File: src/design/sgpm_pkg.sv
// Package for the stereo gain stage with peak meter.
// Holds the widths, item and register codes, stage types and the rounding,
// saturation and magnitude functions; every module in the design folder uses it.
package sgpm_pkg;

  // Fixed-point widths.
  localparam int SAMPLE_BITS    = 24;
  localparam int GAIN_FRAC_BITS = 13;
  localparam int GAIN_BITS      = 15;
  localparam int OUT_GAIN_BITS  = 14;
  localparam int DECAY_BITS     = 16;
  localparam int CFG_DATA_BITS  = 16;
  localparam int CFG_INDEX_BITS = 2;
  localparam int MODE_BITS      = 2;
  // Signed sample times a gain extended by one sign bit.
  localparam int PROD_BITS      = SAMPLE_BITS + GAIN_BITS + 1;
  localparam int PEAK_BITS      = SAMPLE_BITS;

  // Register reset values.
  localparam logic [GAIN_BITS-1:0]     GainReset  = GAIN_BITS'(8192);
  localparam logic [OUT_GAIN_BITS-1:0] OutGainReset = OUT_GAIN_BITS'(8192);
  localparam logic [DECAY_BITS-1:0]    DecayReset = DECAY_BITS'(55706);

  // Full-scale limits of a sample.
  localparam logic signed [SAMPLE_BITS-1:0] SampleMax = {1'b0, {(SAMPLE_BITS-1){1'b1}}};
  localparam logic signed [SAMPLE_BITS-1:0] SampleMin = {1'b1, {(SAMPLE_BITS-1){1'b0}}};

  // Half an LSB of the result, added before the right shift.
  localparam logic signed [PROD_BITS-1:0] RoundHalf = PROD_BITS'(1) <<< (GAIN_FRAC_BITS - 1);

  // Item kinds.
  typedef enum logic [MODE_BITS-1:0] {
    MODE_INPUT  = 2'd0,
    MODE_OUTPUT = 2'd1,
    MODE_DECAY  = 2'd2,
    MODE_IGNORE = 2'd3
  } mode_t;

  // Configuration register indexes.
  typedef enum logic [CFG_INDEX_BITS-1:0] {
    REG_INPUT_GAIN_LEFT  = 2'd0,
    REG_INPUT_GAIN_RIGHT = 2'd1,
    REG_OUTPUT_GAIN      = 2'd2,
    REG_DECAY_FACTOR     = 2'd3
  } cfg_reg_t;

  // Current register contents, handed from the register file to the datapath.
  typedef struct packed {
    logic [GAIN_BITS-1:0]     input_gain_left;
    logic [GAIN_BITS-1:0]     input_gain_right;
    logic [OUT_GAIN_BITS-1:0] output_gain;
    logic [DECAY_BITS-1:0]    decay_factor;
  } cfg_t;

  // Contents of the product stage.
  typedef struct packed {
    mode_t                       mode;
    logic signed [PROD_BITS-1:0] prod_left;
    logic signed [PROD_BITS-1:0] prod_right;
    logic                        buffer_end;
  } prod_stage_t;

  // A rounded and clamped sample with its clip flag.
  typedef struct packed {
    logic signed [SAMPLE_BITS-1:0] value;
    logic                          clip;
  } sat_t;

  // Round to nearest (ties up) by an arithmetic shift, then clamp to full scale.
  function automatic sat_t round_sat(input logic signed [PROD_BITS-1:0] prod);
    logic signed [PROD_BITS-1:0] shifted;
    sat_t                        res;
    shifted = (prod + RoundHalf) >>> GAIN_FRAC_BITS;
    if (shifted > PROD_BITS'(SampleMax)) begin
      res.value = SampleMax;
      res.clip  = 1'b1;
    end else if (shifted < PROD_BITS'(SampleMin)) begin
      res.value = SampleMin;
      res.clip  = 1'b1;
    end else begin
      res.value = shifted[SAMPLE_BITS-1:0];
      res.clip  = 1'b0;
    end
    return res;
  endfunction

  // Magnitude of a sample; the most negative code maps to 2^(SAMPLE_BITS-1).
  function automatic logic [PEAK_BITS-1:0] magnitude(input logic signed [SAMPLE_BITS-1:0] v);
    logic [PEAK_BITS-1:0] res;
    res = v[SAMPLE_BITS-1] ? PEAK_BITS'(-v) : PEAK_BITS'(v);
    return res;
  endfunction

endpackage

File: src/design/sgpm_mult.sv
// Product stage: selects each channel's gain and registers the exact products.
// Depends on sgpm_pkg for the stage and configuration types.
module sgpm_mult (
  input  logic                                 clk,
  input  logic                                 rst,
  input  logic                                 in_valid,
  output logic                                 in_ready,
  input  logic [sgpm_pkg::MODE_BITS-1:0]       mode,
  input  logic signed [sgpm_pkg::SAMPLE_BITS-1:0] left_sample,
  input  logic signed [sgpm_pkg::SAMPLE_BITS-1:0] right_sample,
  input  logic                                 buffer_end,
  input  sgpm_pkg::cfg_t                       cfg,
  input  logic                                 advance,
  output logic                                 stage_valid,
  output sgpm_pkg::prod_stage_t                stage
);

  logic [sgpm_pkg::GAIN_BITS-1:0]       gain_left;
  logic [sgpm_pkg::GAIN_BITS-1:0]       gain_right;
  logic signed [sgpm_pkg::PROD_BITS-1:0] prod_left;
  logic signed [sgpm_pkg::PROD_BITS-1:0] prod_right;
  logic                                 accept;

  // The stage takes a new transaction when empty or when it drains this cycle.
  assign in_ready = !stage_valid || advance;
  assign accept   = in_valid && in_ready;

  // Input-path frames use per-channel gains; all else uses the common gain.
  always_comb begin
    if (sgpm_pkg::mode_t'(mode) == sgpm_pkg::MODE_INPUT) begin
      gain_left  = cfg.input_gain_left;
      gain_right = cfg.input_gain_right;
    end else begin
      gain_left  = sgpm_pkg::GAIN_BITS'(cfg.output_gain);
      gain_right = sgpm_pkg::GAIN_BITS'(cfg.output_gain);
    end
  end

  // Signed sample times unsigned gain, one multiplier per channel.
  assign prod_left  = sgpm_pkg::PROD_BITS'(left_sample) *
                      sgpm_pkg::PROD_BITS'(signed'({1'b0, gain_left}));
  assign prod_right = sgpm_pkg::PROD_BITS'(right_sample) *
                      sgpm_pkg::PROD_BITS'(signed'({1'b0, gain_right}));

  // Stage valid flag.
  always_ff @(posedge clk) begin
    if (rst) begin
      stage_valid <= 1'b0;
    end else if (in_ready) begin
      stage_valid <= in_valid;
    end
  end

  // Stage payload.
  always_ff @(posedge clk) begin
    if (accept) begin
      stage.mode       <= sgpm_pkg::mode_t'(mode);
      stage.prod_left  <= prod_left;
      stage.prod_right <= prod_right;
      stage.buffer_end <= buffer_end;
    end
  end

endmodule

File: config.mk
export PLATFORM = sky130hd
export DESIGN_NAME = sgpm_mult
export DESIGN_NICKNAME = d
export VERILOG_FILES = /design/src/design/sgpm_pkg.sv /design/src/design/sgpm_mult.sv
export SDC_FILE = /design/constraint.sdc
export NUM_CORES = 2
export LEC_CHECK = 0
export BUFFER_PORTS_ARGS = -buffer_cell sky130_fd_sc_hd__buf_2
export CORE_AREA = 2 2 287 232
export CTS_CLUSTER_SIZE = 30
export DETAILED_ROUTE_END_ITERATION = 10
export DIE_AREA = 0 0 289 234
export GPL_ROUTABILITY_DRIVEN = 0
export PLACE_DENSITY = 0.61
export SYNTH_ARGS = -nofsm -noshare
export SYNTH_HDL_FRONTEND = slang
export SYNTH_SLANG_ARGS = --single-unit
File: constraint.sdc
create_clock -name clk -period 13.8 [get_ports clk]
set_clock_uncertainty 0.15 [all_clocks]
set_input_delay 2.76 -clock clk [delete_from_list [all_inputs] [get_ports clk]]
set_output_delay 2.76 -clock clk [all_outputs]
set_load 0.005 [all_outputs]
==> flow_summary.yaml <==
finish:
  fin_area_sq_um: 31100
  seq_area_sq_um: 2510
  n_fill_cell: 6332
  area_growth_pct: 7.33
  drive_gt1_share_pct: 7.95
  multiInputGateArea_sq_um: 23100
  fin_nets: 4213
clock_tree:
  cts-htree-levels: 3
  post_cts_resized: 0
  clk_pin_slew_ps: 90
  clock_sinks: 84
  cts_tree: "done"
  clockRootBuffer: "clkbuf_16"
  cts_buffers: 9
  cts_buffer_depth: 2
  cts_setup_buffers: 0
  hold_buffers: 0
  clock_latency_ps: 400
placed_design:
  portBuffers: 183
  dp_slack_ps: 2520
  hpwl_um: 58600
  placed_area_sq_um: 30800
sta:
  period_minus_slack_ps: 11000
  setup_viol: 0
  post-route-period-util_pct: 79.7
  finalHoldViolCount: 0
  fmax_mhz: 90.9
  tns_ps: 0
  slew_headroom_pct: 31.7
  worstMarginPinSlew_ps: 1020
  fin_ws_ps: 2800
  drv_slew: 0
  rsz0062_at_grt: "false"
yosys:
  synth-async-reset-ratio_pct: 0
  synth.distinct_cells: 65
  synthCells: 3097
  synth_area_sq_um: 29000
  synth_seq_area_share_pct: 8.67
  synth_enable_flop_cells: 83
  synth_area_leader_cell: "fa_1"
  synth_top_area_share_pct: 48.4
  synth_commonest_cells: "inv_1, fa_1, nand2_1, ha_1, nor2b_1"
  synthFlopType: "edfxtp_1"
  synth_seq_cells: 84
  syn_area_per_cell_sq_um: 9.35
  synth_most_common_cell: "inv_1"
  ys.warnings.count: 0
  ys_top_cells_by_area: "fa_1, inv_1, edfxtp_1"
  synth_nets: 4108
routing:
  vias_per_cell: 5.01
  wl_um: 72700
  detail_route.wl_per_cell_um: 17.9
  drtIter0Drc: 1113
  dr.pass1.iters: 5
  num_vias: 20400
  ant_nets: 0
  drc_errors: 0
setup_path:
  worst_setup_path_start_kind: "input port"
  worstSetupPathType: "in2reg"
  required_ps: 13770
  cp_max_fo: 24
  endpoint_kind: "flop"
  cp.arrival_ps: 10970
global_routing:
  groute.usage.overall_pct: 22.6
  antenna_found_initial: 1
  grt_max_degree: 50
  first_global_vias: 21200
  grt.overflow.total: 0
  grt_pass1_wl_um: 117000
die:
  start_util_pct: 44.6
  dieArea_sq_um: 67600
  dieHeight_um: 234
  die_x_um: 289
  coreArea_sq_um: 65000
  ioPinCount: 200
  fp-row-count: 84
run:
  cap_violations: 0
status:
  status: "finished, final reports clean"
min_path:
  hp-class: "reg2reg"
==> layer usage <==
layer  share of wire (%)  vias to the layer above  global-route usage, %  wire length, um
met1                  47                    10400                   33.8            34100
met2                  43                      641                   33.5            31600
met5                   0                        -                      0                0
met3                 8.5                       47                   5.60             6170
li1                    -                     9305                      -                -
met4                 1.3                        0                   4.08              938
==> sequential cells by signal (all words and copies together), names as in the netlist <==
register and count:
stage 83, stage_valid 1
==> cell families after synthesis <==
family	synth area share [%]
adders and majority gates	56.8
DFF	8.67
AOI/OAI and AO/OA	4.69
and+or+nand+nor	15.5
buffers and inverters	11.9
muxes	0.0691
xor gates and xnor gates	2.36
==> worst max-delay path, stage by stage <==
cell and delay [ps]:
buf_2 130, or2_2 500, and2_1 300, a21oi_4 700, nor2b_1 160, fa_1 570
inv_1 60, fa_1 460, fa_1 510, inv_1 60, fa_1 490, fa_1 490
inv_1 50, fa_1 520, inv_1 60, ha_1 400, and4_1 260, and4_1 280
nand4_1 270, a211oi_1 860, o21ai_1 220, a21boi_1 260, nand4_1 190, a21oi_1 240
xnor2_1 140
==> cells in the final DEF (no fill, tap or decap), drive strengths merged, types with 3 or more instances in the layout <==
cell type / Yosys / final
o21a: 14 / 14
inv: 795 / 800
and2: 106 / 106
and4: 4 / 4
nor2: 35 / 35
ha: 196 / 196
nor2b: 182 / 182
nand2b: 22 / 22
nor3: 9 / 9
nor4: 5 / 5
a21oi: 72 / 72
edfxtp: 83 / 83
a21o: 25 / 25
o21bai: 8 / 8
a31oi: 5 / 5
a311oi: 5 / 5
or2: 4 / 4
xnor2: 54 / 54
o311ai: 3 / 3
nand2: 463 / 463
and3: 53 / 53
clkbuf: 119 / 9
xor2: 24 / 24
a211oi: 10 / 10
nand4: 7 / 7
nand3: 17 / 17
o2111ai: 4 / 4
o211ai: 5 / 5
fa: 700 / 700
a31o: 5 / 5
o21ai: 28 / 28
buf: 2 / 215
==> stage by stage <==
step	cells	hold slack (ps)	util, %
after detailed placement	4051	373	47.4
after floorplan	3097	372	-
after global placement	4051	359	47.4
final	4068	391	47.9
after CTS	4067	387	47.9
after global routing	4067	424	47.9
==> final cells by class <==
class | instances | share of cell area [%]
Sequential cell | 84 | 8.08
Clock buffer | 9 | 0.724
Clock inverter | 7 | 0.205
Timing Repair Buffer | 215 | 3.72
Multi-Input combinational cell | 2097 | 74.2
Antenna cell | 1 | 0.00805
Inverter | 795 | 9.60
Tap cell | 860 | 3.46
==> worst paths after layout <==
check / from / end / slack [ps] / cells past startpoint
min reg2reg: stage_valid$_SDFFE_PP0N_ / stage_valid$_SDFFE_PP0N_ / 390 / 2
max: mode[1] / stage[40]$_DFFE_PP_ / 2800 / 25
max reg2reg: stage_valid$_SDFFE_PP0N_ / stage[30]$_DFFE_PP_ / 11600 / 3
min: stage_valid$_SDFFE_PP0N_ / stage_valid$_SDFFE_PP0N_ / 390 / 2
Power is not shown: default switching activity piles up to over one toggle a cycle in this logic, so the estimate is an artifact.
