==> config.mk <==
export PLATFORM = sky130hd
export DESIGN_NAME = sgpm_meter
export DESIGN_NICKNAME = d
export VERILOG_FILES = /design/src/design/sgpm_pkg.sv /design/src/design/sgpm_meter.sv
export SDC_FILE = /design/constraint.sdc
export NUM_CORES = 2
export LEC_CHECK = 0
export BUFFER_PORTS_ARGS = -buffer_cell sky130_fd_sc_hd__buf_2
export CAP_MARGIN = 20
export CORE_MARGIN = 10
export CORE_UTILIZATION = 44
export DETAILED_ROUTE_END_ITERATION = 8
export PLACE_DENSITY_LB_ADDON = 0.12
export SYNTH_ARGS = -nofsm -noshare
export SYNTH_HDL_FRONTEND = slang
export SYNTH_SLANG_ARGS = --single-unit
==> constraint.sdc <==
create_clock -name clk -period 8.6 [get_ports clk]
set_clock_uncertainty 0.15 [all_clocks]
set_input_delay 0.86 -clock clk [delete_from_list [all_inputs] [get_ports clk]]
set_output_delay 0.86 -clock clk [all_outputs]
set_load 0.05 [all_outputs]
==> src/design/sgpm_pkg.sv <==
// Package for the stereo gain stage with peak meter.
// Holds the widths, item and register codes, stage types and the rounding,
// saturation and magnitude functions; every module in the design folder uses it.
package sgpm_pkg;

  // Fixed-point widths.
  localparam int SAMPLE_BITS    = 24;
  localparam int GAIN_FRAC_BITS = 13;
  localparam int GAIN_BITS      = 15;
  localparam int OUT_GAIN_BITS  = 14;
  localparam int DECAY_BITS     = 16;
  localparam int CFG_DATA_BITS  = 16;
  localparam int CFG_INDEX_BITS = 2;
  localparam int MODE_BITS      = 2;
  // Signed sample times a gain extended by one sign bit.
  localparam int PROD_BITS      = SAMPLE_BITS + GAIN_BITS + 1;
  localparam int PEAK_BITS      = SAMPLE_BITS;

  // Register reset values.
  localparam logic [GAIN_BITS-1:0]     GainReset  = GAIN_BITS'(8192);
  localparam logic [OUT_GAIN_BITS-1:0] OutGainReset = OUT_GAIN_BITS'(8192);
  localparam logic [DECAY_BITS-1:0]    DecayReset = DECAY_BITS'(55706);

  // Full-scale limits of a sample.
  localparam logic signed [SAMPLE_BITS-1:0] SampleMax = {1'b0, {(SAMPLE_BITS-1){1'b1}}};
  localparam logic signed [SAMPLE_BITS-1:0] SampleMin = {1'b1, {(SAMPLE_BITS-1){1'b0}}};

  // Half an LSB of the result, added before the right shift.
  localparam logic signed [PROD_BITS-1:0] RoundHalf = PROD_BITS'(1) <<< (GAIN_FRAC_BITS - 1);

  // Item kinds.
  typedef enum logic [MODE_BITS-1:0] {
    MODE_INPUT  = 2'd0,
    MODE_OUTPUT = 2'd1,
    MODE_DECAY  = 2'd2,
    MODE_IGNORE = 2'd3
  } mode_t;

  // Configuration register indexes.
  typedef enum logic [CFG_INDEX_BITS-1:0] {
    REG_INPUT_GAIN_LEFT  = 2'd0,
    REG_INPUT_GAIN_RIGHT = 2'd1,
    REG_OUTPUT_GAIN      = 2'd2,
    REG_DECAY_FACTOR     = 2'd3
  } cfg_reg_t;

  // Current register contents, handed from the register file to the datapath.
  typedef struct packed {
    logic [GAIN_BITS-1:0]     input_gain_left;
    logic [GAIN_BITS-1:0]     input_gain_right;
    logic [OUT_GAIN_BITS-1:0] output_gain;
    logic [DECAY_BITS-1:0]    decay_factor;
  } cfg_t;

  // Contents of the product stage.
  typedef struct packed {
    mode_t                       mode;
    logic signed [PROD_BITS-1:0] prod_left;
    logic signed [PROD_BITS-1:0] prod_right;
    logic                        buffer_end;
  } prod_stage_t;

  // A rounded and clamped sample with its clip flag.
  typedef struct packed {
    logic signed [SAMPLE_BITS-1:0] value;
    logic                          clip;
  } sat_t;

  // Round to nearest (ties up) by an arithmetic shift, then clamp to full scale.
  function automatic sat_t round_sat(input logic signed [PROD_BITS-1:0] prod);
    logic signed [PROD_BITS-1:0] shifted;
    sat_t                        res;
    shifted = (prod + RoundHalf) >>> GAIN_FRAC_BITS;
    if (shifted > PROD_BITS'(SampleMax)) begin
      res.value = SampleMax;
      res.clip  = 1'b1;
    end else if (shifted < PROD_BITS'(SampleMin)) begin
      res.value = SampleMin;
      res.clip  = 1'b1;
    end else begin
      res.value = shifted[SAMPLE_BITS-1:0];
      res.clip  = 1'b0;
    end
    return res;
  endfunction

  // Magnitude of a sample; the most negative code maps to 2^(SAMPLE_BITS-1).
  function automatic logic [PEAK_BITS-1:0] magnitude(input logic signed [SAMPLE_BITS-1:0] v);
    logic [PEAK_BITS-1:0] res;
    res = v[SAMPLE_BITS-1] ? PEAK_BITS'(-v) : PEAK_BITS'(v);
    return res;
  endfunction

endpackage

==> src/design/sgpm_meter.sv <==
// Result stage: rounds and saturates the products, updates or decays the four
// peak-hold registers and holds the result. Depends on sgpm_pkg.
module sgpm_meter (
  input  logic                                    clk,
  input  logic                                    rst,
  input  logic                                    stage_valid,
  input  sgpm_pkg::prod_stage_t                   stage,
  input  logic [sgpm_pkg::DECAY_BITS-1:0]         decay_factor,
  input  logic                                    out_ready,
  output logic                                    advance,
  output logic                                    out_valid,
  output logic signed [sgpm_pkg::SAMPLE_BITS-1:0] left_result,
  output logic signed [sgpm_pkg::SAMPLE_BITS-1:0] right_result,
  output logic                                    saturated,
  output logic                                    buffer_end_out,
  output logic [sgpm_pkg::PEAK_BITS-1:0]          peak_input_left,
  output logic [sgpm_pkg::PEAK_BITS-1:0]          peak_input_right,
  output logic [sgpm_pkg::PEAK_BITS-1:0]          peak_output_left,
  output logic [sgpm_pkg::PEAK_BITS-1:0]          peak_output_right
);

  localparam int DecayProdBits = sgpm_pkg::PEAK_BITS + sgpm_pkg::DECAY_BITS;

  // Held peaks; the output peak fields copy these after each update.
  logic [sgpm_pkg::PEAK_BITS-1:0] held_in_left,  held_in_left_next;
  logic [sgpm_pkg::PEAK_BITS-1:0] held_in_right, held_in_right_next;
  logic [sgpm_pkg::PEAK_BITS-1:0] held_out_left,  held_out_left_next;
  logic [sgpm_pkg::PEAK_BITS-1:0] held_out_right, held_out_right_next;

  sgpm_pkg::sat_t                 sat_left;
  sgpm_pkg::sat_t                 sat_right;
  logic [sgpm_pkg::PEAK_BITS-1:0] mag_left;
  logic [sgpm_pkg::PEAK_BITS-1:0] mag_right;
  logic [DecayProdBits-1:0]       dec_in_left, dec_in_right, dec_out_left, dec_out_right;
  logic signed [sgpm_pkg::SAMPLE_BITS-1:0] left_next, right_next;
  logic                           saturated_next;
  logic                           load;

  // The result register moves when empty or when its transaction is taken.
  assign advance = !out_valid || out_ready;
  assign load    = advance && stage_valid;

  // Rounding, saturation and magnitudes of both channels.
  assign sat_left  = sgpm_pkg::round_sat(stage.prod_left);
  assign sat_right = sgpm_pkg::round_sat(stage.prod_right);
  assign mag_left  = sgpm_pkg::magnitude(sat_left.value);
  assign mag_right = sgpm_pkg::magnitude(sat_right.value);

  // Decayed peaks, floor(peak * factor / 2^16).
  assign dec_in_left   = DecayProdBits'(held_in_left)   * DecayProdBits'(decay_factor);
  assign dec_in_right  = DecayProdBits'(held_in_right)  * DecayProdBits'(decay_factor);
  assign dec_out_left  = DecayProdBits'(held_out_left)  * DecayProdBits'(decay_factor);
  assign dec_out_right = DecayProdBits'(held_out_right) * DecayProdBits'(decay_factor);

  // Next peaks and result samples for the transaction in the product stage.
  always_comb begin
    held_in_left_next   = held_in_left;
    held_in_right_next  = held_in_right;
    held_out_left_next  = held_out_left;
    held_out_right_next = held_out_right;
    left_next           = '0;
    right_next          = '0;
    saturated_next      = 1'b0;
    case (stage.mode)
      sgpm_pkg::MODE_INPUT: begin
        left_next      = sat_left.value;
        right_next     = sat_right.value;
        saturated_next = sat_left.clip || sat_right.clip;
        if (mag_left > held_in_left) begin
          held_in_left_next = mag_left;
        end
        if (mag_right > held_in_right) begin
          held_in_right_next = mag_right;
        end
      end
      sgpm_pkg::MODE_OUTPUT: begin
        left_next      = sat_left.value;
        right_next     = sat_right.value;
        saturated_next = sat_left.clip || sat_right.clip;
        if (mag_left > held_out_left) begin
          held_out_left_next = mag_left;
        end
        if (mag_right > held_out_right) begin
          held_out_right_next = mag_right;
        end
      end
      sgpm_pkg::MODE_DECAY: begin
        held_in_left_next   = dec_in_left[DecayProdBits-1:sgpm_pkg::DECAY_BITS];
        held_in_right_next  = dec_in_right[DecayProdBits-1:sgpm_pkg::DECAY_BITS];
        held_out_left_next  = dec_out_left[DecayProdBits-1:sgpm_pkg::DECAY_BITS];
        held_out_right_next = dec_out_right[DecayProdBits-1:sgpm_pkg::DECAY_BITS];
      end
      default: begin
        // The unused code leaves all state as it is and returns zero samples.
      end
    endcase
  end

  // Peak-hold state.
  always_ff @(posedge clk) begin
    if (rst) begin
      held_in_left   <= '0;
      held_in_right  <= '0;
      held_out_left  <= '0;
      held_out_right <= '0;
    end else if (load) begin
      held_in_left   <= held_in_left_next;
      held_in_right  <= held_in_right_next;
      held_out_left  <= held_out_left_next;
      held_out_right <= held_out_right_next;
    end
  end

  // Result valid flag.
  always_ff @(posedge clk) begin
    if (rst) begin
      out_valid <= 1'b0;
    end else if (advance) begin
      out_valid <= stage_valid;
    end
  end

  // Result payload.
  always_ff @(posedge clk) begin
    if (load) begin
      left_result       <= left_next;
      right_result      <= right_next;
      saturated         <= saturated_next;
      buffer_end_out    <= stage.buffer_end;
      peak_input_left   <= held_in_left_next;
      peak_input_right  <= held_in_right_next;
      peak_output_left  <= held_out_left_next;
      peak_output_right <= held_out_right_next;
    end
  end

endmodule

==> flow_summary_export.csv <==
group,metric,value,unit
status,status,"completed",
synthesis,synth_compound_area_share,9.32,%
power_and_ir_drop,peakVddDrop,0.544,mV
floorplan,die_h,401,um
placement,port_buffers,226,
timing,finalCritPeriodShare,94.5,%
clock_tree,htreeDepth,1,
global_route,grt_pass1_wl,334,mm
power_and_ir_drop,p_switching,0.0118,W
cells_and_area,num-fill-cells,14132,
synthesis,syn_area,0.0639,mm2
synthesis,async_flop_share,0,%
power_and_ir_drop,p_seq_share,10.1,%
timing,whs,0.236,ns
timing,worst_pin_slew,1.12,ns
routing,wirelength,214,mm
critical_path,worstSetupPathType,"reg -> reg",
routing,drt_iter0_drc,4404,
synthesis,syn_nets,9287,
cells_and_area,area.growth.synth_to_final,7.99,%
power_and_ir_drop,power.leakage,32.7,nW
synthesis,netlist_instances,7425,
global_route,grtUsageMet2,41.9,%
cells_and_area,layout_commonest_cell,"inv_1",
synthesis,yosysSeqAreaShare,9.90,%
clock_tree,post-cts-setup-buffer-count,0,
power_and_ir_drop,clock_power_share,6.9,%
placement,gp_congestion,0.941,
global_route,grtUsageMet1,37.5,%
synthesis,synthTopCellsByArea,"fa_1 (38%), ha_1 (11%), inv_1 (9.1%), nand2_1 (7.4%), edfxtp_1 (6.9%)",
synthesis,synth_mux_area_share,0.221,%
routing,drc_errors,0,
critical_path,critPathCaptureType,"flop",
critical_path,critPathRequiredTime,9.00,ns
critical_path,crit_fanout,20,
clock_tree,cts-resized-gates,0,
clock_tree,cts_sinks,243,
placement,post-place-ws,0.113,ns
job,drv_cap,0,
power_and_ir_drop,p_int,0.00904,W
synthesis,ys_warn_count,0,
cells_and_area,drive_above_1_share,8.18,%
power_and_ir_drop,powerDensity,302,mW/mm2
routing,wl_per_cell,22.7,um
timing,fin_ws,0.474,ns
floorplan,coreArea,0.144,mm2
placement,hpwlAfterDp,172,mm
synthesis,synthDistinctLibCells,101,
timing,fmax,123,MHz
floorplan,start_util,44.4,%
clock_tree,cts_tree,"done",
global_route,grt_usage,26.7,%
clock_tree,cts_buffers,31,
critical_path,arrival,8.53,ns
power_and_ir_drop,combPwrFrac,82.9,%
clock_tree,clockBufferDepth,3,
routing,firstDrtPassIters,7,
synthesis,synth_ff_type,"edfxtp_1",
clock_tree,root_buffer,"clkbuf_16",
min_path,hold_class,"in -> reg",
floorplan,rows,139,
routing,viasPerCell,5.53,
critical_path,start_kind,"flop",
timing,finalHoldViolations,0,
global_route,grt_pass1_vias,54706,
min_path,hold-path-cell-count,1,
global_route,grt_antenna_before_repair,13,
clock_tree,path_clk_slew,0.07,ns
timing,slew_violations,0,
global_route,grt_max_degree,67,
cells_and_area,mostFrequentLayoutCells,"inv_1 (1,551), nand2_1 (1,253), fa_1 (1,220)",
synthesis,synth_area_per_cell,8.60,um2
clock_tree,cts_hold_buf,0,
global_route,busiest_layer,"met2",
synthesis,synth-xor-area-share,2.20,%
timing,setup_tns,0,ns
power_and_ir_drop,switching_share,56.6,%
timing,relSlewSlack,25.2,%
cells_and_area,final_nets,9359,
timing,finalCriticalPeriod,8.13,ns
timing,grt_setup_unrepaired,"false",
synthesis,synth_top_area_share,38.2,%
critical_path,r2r_cells,22,
timing,setup_viol,0,
global_route,grt_overflow,0,
synthesis,synth-simple-area-share,17.5,%
floorplan,die_w,401,um
routing,vias,52155,
floorplan,io_pins,251,
synthesis,synth_top_family_by_area,"adder cells",
synthesis,ys_seq_elements,243,
global_route,use_met3,5.51,%
synthesis,synth_area_leader_cell,"fa_1",
synthesis,synth_fa_ha_area_share,48.8,%
floorplan,die_area,0.161,mm2
routing,drtAntennaViolNets,0,
synthesis,synth_edf_count,146,
clock_tree,clk_latency,0.66,ns
## sequential cells by signal (all words and copies together), names as in the netlist
register and cells:
right_result 24, out_valid 1, held_in_left 24, peak_input_right 24, held_out_left 24, saturated 1, buffer_end_out 1, peak_output_right 24
held_in_right 24, peak_input_left 24, held_out_right 24, peak_output_left 24, left_result 24
## power by group through the flow
stage	Clock (W)	Sequential, W	Combinational (W)
2_1_floorplan	0	0.00214	0.0117
3_3_place_gp	0	0.00213	0.0170
3_5_place_dp	0	0.00212	0.0171
4_1_cts	0.00147	0.00211	0.0173
5_1_grt	0.00151	0.00214	0.0196
6_report	0.00145	0.00211	0.0173
## routing by layer
metal / wire length, um / part of all wire, %
met3: 18700 / 8.7
met2: 95100 / 44
met4: 6390 / 3.0
met1: 93700 / 44
met5: 21 / 0.0098
## critical path, cell delays in order (launching register included)
cell and delay, ns:
dfxtp_1 1.01, nand2_1 0.18, fa_1 0.58, inv_1 0.05
fa_1 0.52, inv_1 0.05, fa_1 0.51, fa_1 0.44
fa_1 0.49, inv_1 0.05, fa_1 0.47, ha_1 0.36
nand3_1 0.14, a211o_1 0.32, or4_1 0.72, a211oi_1 0.39
a211oi_1 0.13, buf_4 0.16, o21ai_0 0.35, xor2_1 0.12
a22oi_1 0.36, o21ai_0 0.23, o21a_1 0.22
## synth_stat cells (21+ instances only)
library cell  instances
a211oi_1             51
a21o_1               74
a21oi_1             205
a22o_1               29
a22oi_1              39
a31oi_1              42
and2_1              519
and3_1               24
buf_2                28
clkbuf_1            407
dfxtp_1              97
edfxtp_1            146
fa_1               1220
ha_1                539
inv_1              1552
nand2_1            1254
nand2b_1             21
nand3_1              78
nand4_1              60
nor2_1              197
nor2b_1              23
nor3_1               67
o211ai_1             23
o21a_1               29
o21ai_0             146
or3_1                24
xnor2_1             100
xor2_1               57
## through the flow
stage,total power [W],util (%),cell area [um2],std cells
6_report,0.0208,47.9,69000,9428
5_1_grt,0.0233,47.9,69000,9425
4_1_cts,0.0209,47.9,69000,9424
3_5_place_dp,0.0192,47.2,67900,9366
3_3_place_gp,0.0191,47.2,67900,9365
2_1_floorplan,0.0139,-,63900,7425
## path summary, 6_finish.rpt
check | slack, ns | start | end
hold / removal | 0.24 | stage[0] | buffer_end_out
setup reg to reg | 0.47 | held_in_left[6] | held_in_left[14]
hold reg to reg | 0.46 | out_valid | out_valid
setup / recovery | 0.47 | held_in_left[6] | held_in_left[14]
## kinds of logic after synthesis
group | after synthesis
XOR/XNOR | 159
buffers and inverters | 2014
AO/OA/AOI/OAI | 872
AND/OR/NAND/NOR | 2364
flip-flops | 243
multiplexers | 14
adder cells (fa/ha/maj) | 1759
## final cells by class
cell class	instances	area (um2)	area share, %
clock buffers	41	843	1.22
inverters	1554	5840	8.47
clock inverters	17	220	0.319
repair buffers	499	3420	4.96
well taps	1903	2380	3.45
diodes	3	7.51	0.0109
multi-input cells	5168	49900	72.4
flip-flops and latches	243	6330	9.17
(Power assumes the default switching activity.)
