$ cat config.mk
export PLATFORM = sky130hd
export DESIGN_NAME = sgpm_cfg
export DESIGN_NICKNAME = d
export VERILOG_FILES = /design/src/design/sgpm_pkg.sv /design/src/design/sgpm_cfg.sv
export SDC_FILE = /design/constraint.sdc
export NUM_CORES = 1
export LEC_CHECK = 0
export ABC_AREA = 1
export BUFFER_PORTS_ARGS = -buffer_cell sky130_fd_sc_hd__buf_2
export CAP_MARGIN = 20
export CORE_UTILIZATION = 55
export CTS_BUF_LIST = sky130_fd_sc_hd__clkbuf_8
export DETAILED_ROUTE_END_ITERATION = 8
export HOLD_SLACK_MARGIN = 0.12
export PLACE_DENSITY = 0.83
export SLEW_MARGIN = 20
export SYNTH_ARGS = -nofsm -noshare
export SYNTH_HDL_FRONTEND = slang
export SYNTH_SLANG_ARGS = --single-unit
$ cat constraint.sdc
create_clock -name clk -period 1.85 [get_ports clk]
set_clock_uncertainty 0.2 [all_clocks]
set_input_delay 0.0925 -clock clk [delete_from_list [all_inputs] [get_ports clk]]
set_output_delay 0.0925 -clock clk [all_outputs]
set_load 0.02 [all_outputs]
$ cat src/design/sgpm_pkg.sv
// Package for the stereo gain stage with peak meter.
// Holds the widths, item and register codes, stage types and the rounding,
// saturation and magnitude functions; every module in the design folder uses it.
package sgpm_pkg;

  // Fixed-point widths.
  localparam int SAMPLE_BITS    = 24;
  localparam int GAIN_FRAC_BITS = 13;
  localparam int GAIN_BITS      = 15;
  localparam int OUT_GAIN_BITS  = 14;
  localparam int DECAY_BITS     = 16;
  localparam int CFG_DATA_BITS  = 16;
  localparam int CFG_INDEX_BITS = 2;
  localparam int MODE_BITS      = 2;
  // Signed sample times a gain extended by one sign bit.
  localparam int PROD_BITS      = SAMPLE_BITS + GAIN_BITS + 1;
  localparam int PEAK_BITS      = SAMPLE_BITS;

  // Register reset values.
  localparam logic [GAIN_BITS-1:0]     GainReset  = GAIN_BITS'(8192);
  localparam logic [OUT_GAIN_BITS-1:0] OutGainReset = OUT_GAIN_BITS'(8192);
  localparam logic [DECAY_BITS-1:0]    DecayReset = DECAY_BITS'(55706);

  // Full-scale limits of a sample.
  localparam logic signed [SAMPLE_BITS-1:0] SampleMax = {1'b0, {(SAMPLE_BITS-1){1'b1}}};
  localparam logic signed [SAMPLE_BITS-1:0] SampleMin = {1'b1, {(SAMPLE_BITS-1){1'b0}}};

  // Half an LSB of the result, added before the right shift.
  localparam logic signed [PROD_BITS-1:0] RoundHalf = PROD_BITS'(1) <<< (GAIN_FRAC_BITS - 1);

  // Item kinds.
  typedef enum logic [MODE_BITS-1:0] {
    MODE_INPUT  = 2'd0,
    MODE_OUTPUT = 2'd1,
    MODE_DECAY  = 2'd2,
    MODE_IGNORE = 2'd3
  } mode_t;

  // Configuration register indexes.
  typedef enum logic [CFG_INDEX_BITS-1:0] {
    REG_INPUT_GAIN_LEFT  = 2'd0,
    REG_INPUT_GAIN_RIGHT = 2'd1,
    REG_OUTPUT_GAIN      = 2'd2,
    REG_DECAY_FACTOR     = 2'd3
  } cfg_reg_t;

  // Current register contents, handed from the register file to the datapath.
  typedef struct packed {
    logic [GAIN_BITS-1:0]     input_gain_left;
    logic [GAIN_BITS-1:0]     input_gain_right;
    logic [OUT_GAIN_BITS-1:0] output_gain;
    logic [DECAY_BITS-1:0]    decay_factor;
  } cfg_t;

  // Contents of the product stage.
  typedef struct packed {
    mode_t                       mode;
    logic signed [PROD_BITS-1:0] prod_left;
    logic signed [PROD_BITS-1:0] prod_right;
    logic                        buffer_end;
  } prod_stage_t;

  // A rounded and clamped sample with its clip flag.
  typedef struct packed {
    logic signed [SAMPLE_BITS-1:0] value;
    logic                          clip;
  } sat_t;

  // Round to nearest (ties up) by an arithmetic shift, then clamp to full scale.
  function automatic sat_t round_sat(input logic signed [PROD_BITS-1:0] prod);
    logic signed [PROD_BITS-1:0] shifted;
    sat_t                        res;
    shifted = (prod + RoundHalf) >>> GAIN_FRAC_BITS;
    if (shifted > PROD_BITS'(SampleMax)) begin
      res.value = SampleMax;
      res.clip  = 1'b1;
    end else if (shifted < PROD_BITS'(SampleMin)) begin
      res.value = SampleMin;
      res.clip  = 1'b1;
    end else begin
      res.value = shifted[SAMPLE_BITS-1:0];
      res.clip  = 1'b0;
    end
    return res;
  endfunction

  // Magnitude of a sample; the most negative code maps to 2^(SAMPLE_BITS-1).
  function automatic logic [PEAK_BITS-1:0] magnitude(input logic signed [SAMPLE_BITS-1:0] v);
    logic [PEAK_BITS-1:0] res;
    res = v[SAMPLE_BITS-1] ? PEAK_BITS'(-v) : PEAK_BITS'(v);
    return res;
  endfunction

endpackage

$ cat src/design/sgpm_cfg.sv
// Configuration register file of the stereo gain stage.
// Depends on sgpm_pkg for the register indexes, widths and reset values.
module sgpm_cfg (
  input  logic                                 clk,
  input  logic                                 rst,
  input  logic                                 cfg_valid,
  input  logic [sgpm_pkg::CFG_INDEX_BITS-1:0]  cfg_index,
  input  logic [sgpm_pkg::CFG_DATA_BITS-1:0]   cfg_data,
  output sgpm_pkg::cfg_t                       cfg
);

  // Each transaction writes one register, masked to its width.
  always_ff @(posedge clk) begin
    if (rst) begin
      cfg.input_gain_left  <= sgpm_pkg::GainReset;
      cfg.input_gain_right <= sgpm_pkg::GainReset;
      cfg.output_gain      <= sgpm_pkg::OutGainReset;
      cfg.decay_factor     <= sgpm_pkg::DecayReset;
    end else if (cfg_valid) begin
      unique case (sgpm_pkg::cfg_reg_t'(cfg_index))
        sgpm_pkg::REG_INPUT_GAIN_LEFT: begin
          cfg.input_gain_left <= cfg_data[sgpm_pkg::GAIN_BITS-1:0];
        end
        sgpm_pkg::REG_INPUT_GAIN_RIGHT: begin
          cfg.input_gain_right <= cfg_data[sgpm_pkg::GAIN_BITS-1:0];
        end
        sgpm_pkg::REG_OUTPUT_GAIN: begin
          cfg.output_gain <= cfg_data[sgpm_pkg::OUT_GAIN_BITS-1:0];
        end
        sgpm_pkg::REG_DECAY_FACTOR: begin
          cfg.decay_factor <= cfg_data[sgpm_pkg::DECAY_BITS-1:0];
        end
        default: begin
        end
      endcase
    end
  end

endmodule

==> flow_summary.json, run 1 <==
{
  "status": "completed",
  "fill_cells": 328,
  "min_from": "cfg_valid",
  "cts.repair.resized": 0,
  "largest_reg_flops": 60,
  "startpoint_type": "input port",
  "reg_top3": "cfg x60",
  "leakagePower_nw": 1.90,
  "drt-total-wl_um": 7120,
  "port_buffers": 80,
  "cts_buffers": 9,
  "io_pins": 81,
  "worstPathCellList": "dlygate4sd3_1, buf_2, clkinv_1, buf_12, nand2_1, nor2_1, dlygate4sd3_1",
  "core_um2": 4320,
  "final_cell_mix": "104 x nand2_1, 83 x nor2_1, 80 x buf_2, 60 x dfxtp_1, 53 x inv_1",
  "p_per_area_nw_per_um2": 842,
  "nNetsFinal": 500,
  "place.gp.congestion": 0.781,
  "path_common_cell": "dlygate4sd3_1",
  "top_register": "cfg",
  "fin_ws_ps": 60.4,
  "htreeDepth": 3,
  "dr.first_iter.drc_count": 227,
  "fin_cells": 536,
  "synthCells": 365,
  "yosysSeqAreaShare_pct": 48.6,
  "cts.sinks": 60,
  "layout_min_cycle_time_ps": 1790,
  "synth_cell_types": 15,
  "required_ps": 1920,
  "crit_buf_inv": 5,
  "path_clk_slew_ps": 70,
  "fmaxAchievable_mhz": 559,
  "utilization_pct": 78.9,
  "synth_area_um2": 2470,
  "drv_cap": 0,
  "ys_warn_count": 0,
  "slew_headroom_pct": 66.4,
  "diodes": 0,
  "dp_hpwl_um": 3970,
  "overflow": 0,
  "via_per_inst": 4.91,
  "crit_family": "buffers and inverters",
  "worst_pin_slew_ps": 503,
  "antenna_found_initial": 0,
  "reg2reg_from": "cfg[13]",
  "cts_setup_buffers": 0,
  "pre_cts_ws_ps": 480,
  "clk_latency_ps": 330,
  "track_usage_pct": 30.4,
  "path_class": "in2reg",
  "vias": 2633,
  "layout-drive-gt1-share_pct": 21.1,
  "crit_path_max_fanout": 60,
  "hold_path_class": "in2reg",
  "crit_path_end_kind": "flip-flop",
  "first_global_vias": 2404,
  "setup_viol": 0,
  "hold_viol_final": 0,
  "area_growth_pct": 37.9,
  "synth_area_per_cell_um2": 6.78,
  "worstPathArrival_ps": 1860,
  "ctsRootBufferMaster": "clkbuf_8",
  "cts_tree": "yes",
  "finalSetupTns_ps": 0,
  "dp_cells": 482,
  "fp.dieW_um": 69.1,
  "maxSlewViolCount": 0,
  "start_util_pct": 57.2,
  "final_antenna_net_count": 0,
  "drcViolationCount": 0,
  "firstDrtPassIters": 4,
  "final_common_cell": "nand2_1",
  "dieArea_um2": 4770,
  "max_stage_delay_ps": 570,
  "die_y_um": 69.1,
  "grt_max_degree": 61,
  "ys_ff_latch": 60,
  "rows": 24,
  "post-route-period-util_pct": 96.7,
  "critPathLaunch": "rst",
  "grt_setup_unrepaired": "false",
  "critPathSlowestCell": "dlygate4sd3_1",
  "grt_pass1_wl_um": 11200,
  "synth_fp_nets": 386,
  "post_drt_wl_per_cell_um": 13.3,
  "cts_buffer_depth": 2,
  "peakVddDrop_mv": 0.539
}
==> worst paths after layout <==
path	cells past startpoint	slack (ps)	end
max	7	60	cfg[13]
min	4	160	cfg[24]
max reg2reg	5	450	cfg[13]
min reg2reg	2	270	cfg[58]
==> synthesized netlist by cell type <==
library cell | n | share of area (%)
nand3_1 | 27 | 5.5
buf_4 | 2 | 0.61
inv_2 | 1 | 0.15
nor2_1 | 83 | 13
buf_2 | 6 | 1.2
nand4_1 | 2 | 0.51
buf_6 | 4 | 1.8
a21oi_1 | 14 | 2.8
nand3_4 | 1 | 0.71
inv_1 | 49 | 7.4
dfxtp_1 | 60 | 49
nand2_1 | 104 | 16
clkbuf_1 | 8 | 1.2
nand3_2 | 2 | 0.81
clkinv_1 | 2 | 0.30
==> repair_timing <==
action                     4_1_cts  5_1_grt
setup endpoints to repair        0        1
hold buffers                    35        4
hold endpoints to repair        60        6
==> power by group <==
part	internal (mW)	switching [mW]	total [mW]
logic	0.183	0.299	0.482
clock network	0.498	0.495	0.993
registers	1.36	0.0363	1.40
total	2.04	0.830	2.87
==> worst reg2reg max path, cell delays in order (launching register included) <==
cell and delay [ps]:
dfxtp_1 320, inv_1 40, nand2_1 50, nand2_1 50
nor2_1 110, dlygate4sd3_1 570
==> kinds of logic (layout without fill, tap and decap cells) <==
| logic type | count (synthesis) | in the layout | share of synthesized area [%] |
|---|---|---|---|
| buffers and inverters | 72 | 190 | 12.7 |
| flip-flops | 60 | 60 | 48.6 |
| AND/OR/NAND/NOR | 219 | 220 | 35.9 |
| AO/OA/AOI/OAI | 14 | 14 | 2.83 |
==> layout make-up <==
class | count | area, µm² | area share (%)
inverters | 52 | 195 | 5.72
multi-input cells | 234 | 967 | 28.3
clock buffers | 10 | 138 | 4.03
clock inverters | 6 | 25.0 | 0.733
flip-flops and latches | 60 | 1200 | 35.2
repair buffers | 122 | 821 | 24.1
well taps | 52 | 65.1 | 1.91
==> stage by stage <==
stage               total power, mW  cell area, µm²  hold slack, ps
finish                         2.87            3410             158
floorplan                      1.69            2470            5.72
detailed placement             1.83            2870            98.8
CTS                            2.85            3380             144
global route                   3.00            3410             172
global placement               1.82            2870            94.0
==> layer usage <==
layer  global-route usage, %  vias up  part of all wire (%)
li1                        -     1310                     -
met1                    36.8     1173                    39
met2                    48.8      131                    48
met3                    9.94       19                   9.9
met4                    14.3        0                   3.2
met5                       0        -                     0
No activity file was read; power rests on OpenSTA's default activity.
==> run 2: changes to the inputs <==
ABC_AREA = default   (was 1)
==> flow_summary.json, run 2 <==
{
  "synth_area_per_cell_um2": 10.6,
  "fin_cells": 395,
  "yosys-top-cells-count": "63 x nand2b_1, 60 x dfxtp_1, 60 x mux2i_1, 22 x nor2_1, 9 x buf_2",
  "worstPathCellList": "dlygate4sd3_1, buf_4, nand3b_1, dlygate4sd3_1, buf_4, mux2i_1",
  "rows": 23,
  "crit_path_max_fanout": 7,
  "yosysSeqAreaShare_pct": 50.0,
  "diodes": 0,
  "fin_ws_ps": 18.9,
  "synth_area_um2": 2400,
  "reg_top3": "cfg x60",
  "final_cell_mix": "79 x buf_2, 63 x nand2b_1, 60 x mux2i_1, 60 x dfxtp_1, 30 x dlygate4sd3_1",
  "required_ps": 1860,
  "largest_reg_flops": 60,
  "leakagePower_nw": 1.69,
  "ctsRootBufferMaster": "clkbuf_8",
  "core_um2": 4090,
  "dp_hpwl_um": 3360,
  "drv_cap": 0,
  "clk_latency_ps": 330,
  "cts_buffers": 9,
  "synth_area_leaders": "dfxtp_1 50%, mux2i_1 25%, nand2b_1 16%, nor2_1 3.4%, buf_2 1.9%",
  "grt_pass1_wl_um": 8830,
  "synth_fp_nets": 248,
  "via_per_inst": 4.92,
  "pre_cts_ws_ps": 511,
  "dieArea_um2": 4630,
  "setup_viol": 0,
  "async_flop_share_pct": 0,
  "synthCells": 227,
  "cts_buffer_depth": 2,
  "p_total_mw": 3.07,
  "io_pins": 81,
  "path_clk_slew_ps": 60,
  "final_common_cell": "buf_2",
  "area_growth_pct": 41.6,
  "synth_cell_types": 13,
  "synth_top_area_cell": "dfxtp_1",
  "dr.first_iter.drc_count": 71,
  "peakVddDrop_mv": 0.592,
  "dp_cells": 347,
  "place.gp.congestion": 0.788,
  "hold_viol_final": 0,
  "grt_max_degree": 86,
  "p_per_area_nw_per_um2": 903,
  "ys_warn_count": 0,
  "startpoint_type": "input port",
  "vias": 1944,
  "fp.dieW_um": 68.1,
  "synth_top_area_share_pct": 50.0,
  "fin_area_um2": 3400,
  "port_buffers": 80,
  "post-route-period-util_pct": 99.0,
  "top_register": "cfg",
  "firstDrtPassIters": 4,
  "track_usage_pct": 27.0,
  "worstPathArrival_ps": 1840,
  "synth_most_common_cell": "nand2b_1",
  "max_stage_delay_ps": 570,
  "cts_tree": "yes",
  "cts.sinks": 60,
  "path_class": "in2reg",
  "hold_path_class": "reg2reg",
  "overflow": 0,
  "slew_headroom_pct": 62.8,
  "layout-drive-gt1-share_pct": 29.9,
  "die_y_um": 68.1,
  "ys_ff_latch": 60,
  "crit_path_end_kind": "flip-flop",
  "status": "completed",
  "start_util_pct": 58.8,
  "synth_edf_count": 0,
  "worst_pin_slew_ps": 556,
  "antenna_found_initial": 0,
  "drcViolationCount": 0,
  "first_global_vias": 1877,
  "critPathSlowestCell": "dlygate4sd3_1",
  "nNetsFinal": 361,
  "fmaxAchievable_mhz": 546,
  "drt-total-wl_um": 5820,
  "maxSlewViolCount": 0,
  "final_antenna_net_count": 0,
  "synth-main-ff-cell": "dfxtp_1",
  "htreeDepth": 3,
  "place_area_um2": 2840,
  "post_drt_wl_per_cell_um": 14.7,
  "layout_min_cycle_time_ps": 1830
}
==> run 2: final cells by class <==
| cell class | count | area, µm² |
|---|---|---|
| sequential | 60 | 1200 |
| multi-input combinational | 152 | 1130 |
| timing repair buffer | 117 | 772 |
| fill | 267 | 687 |
| clock buffer | 12 | 165 |
| clock inverter | 4 | 70.1 |
| tap | 50 | 62.6 |
==> run 2: cell families (layout without fill, tap and decap cells) <==
group         Yosys count  after routing  share of synthesized area [%]
mux                    60             60                           25.0
simple gates           92             92                           22.0
flops                  60             60                           50.0
buf+inv                15            133                           2.97
==> run 2: where the power goes <==
| part | internal (mW) | switching (mW) | total, mW |
|---|---|---|---|
| logic | 0.167 | 0.184 | 0.351 |
| clock network | 0.864 | 0.492 | 1.36 |
| registers | 1.34 | 0.0243 | 1.36 |
| total | 2.37 | 0.700 | 3.07 |
==> run 2: path summary, 6_finish.rpt <==
path | slack, ps | depth (start not counted) | start | to
worst min-delay path | 270 | 2 | cfg[32] | cfg[32]
worst min register to register | 270 | 2 | cfg[32] | cfg[32]
worst max register to register | 480 | 3 | cfg[1] | cfg[1]
worst max-delay path | 20 | 6 | cfg_index[0] | cfg[29]
==> run 2: critical path, delay by kind of cell <==
family        cells  cell delay, ps
mux               1             110
buf+inv           4            1450
simple gates      1             170
==> run 2: repair_timing <==
| item | in CTS | in global routing |
|---|---|---|
| hold buffers | 30 | 0 |
| setup buffers | 0 | 2 |
| setup endpoints to repair | 0 | 4 |
| hold endpoints to repair | 60 | 0 |
| resized for setup | 0 | 2 |
==> run 2: stage by stage <==
step	utilization, %	hold WS, ps	TNS [ps]
after floorplan	-	47.8	0
after global placement	69.6	147	0
after detailed placement	69.6	166	0
after CTS	82.7	275	0
after global routing	83.2	291	-23.7
final	83.2	273	0
==> run 2: per-layer routing <==
metal  global-route usage, %  vias to the layer above  wire length, µm
li1                        -                      969                -
met1                    30.2                      909             2460
met2                    47.1                       56             2980
met3                    5.50                       10              236
met4                    15.1                        0              140
met5                       0                        -                0
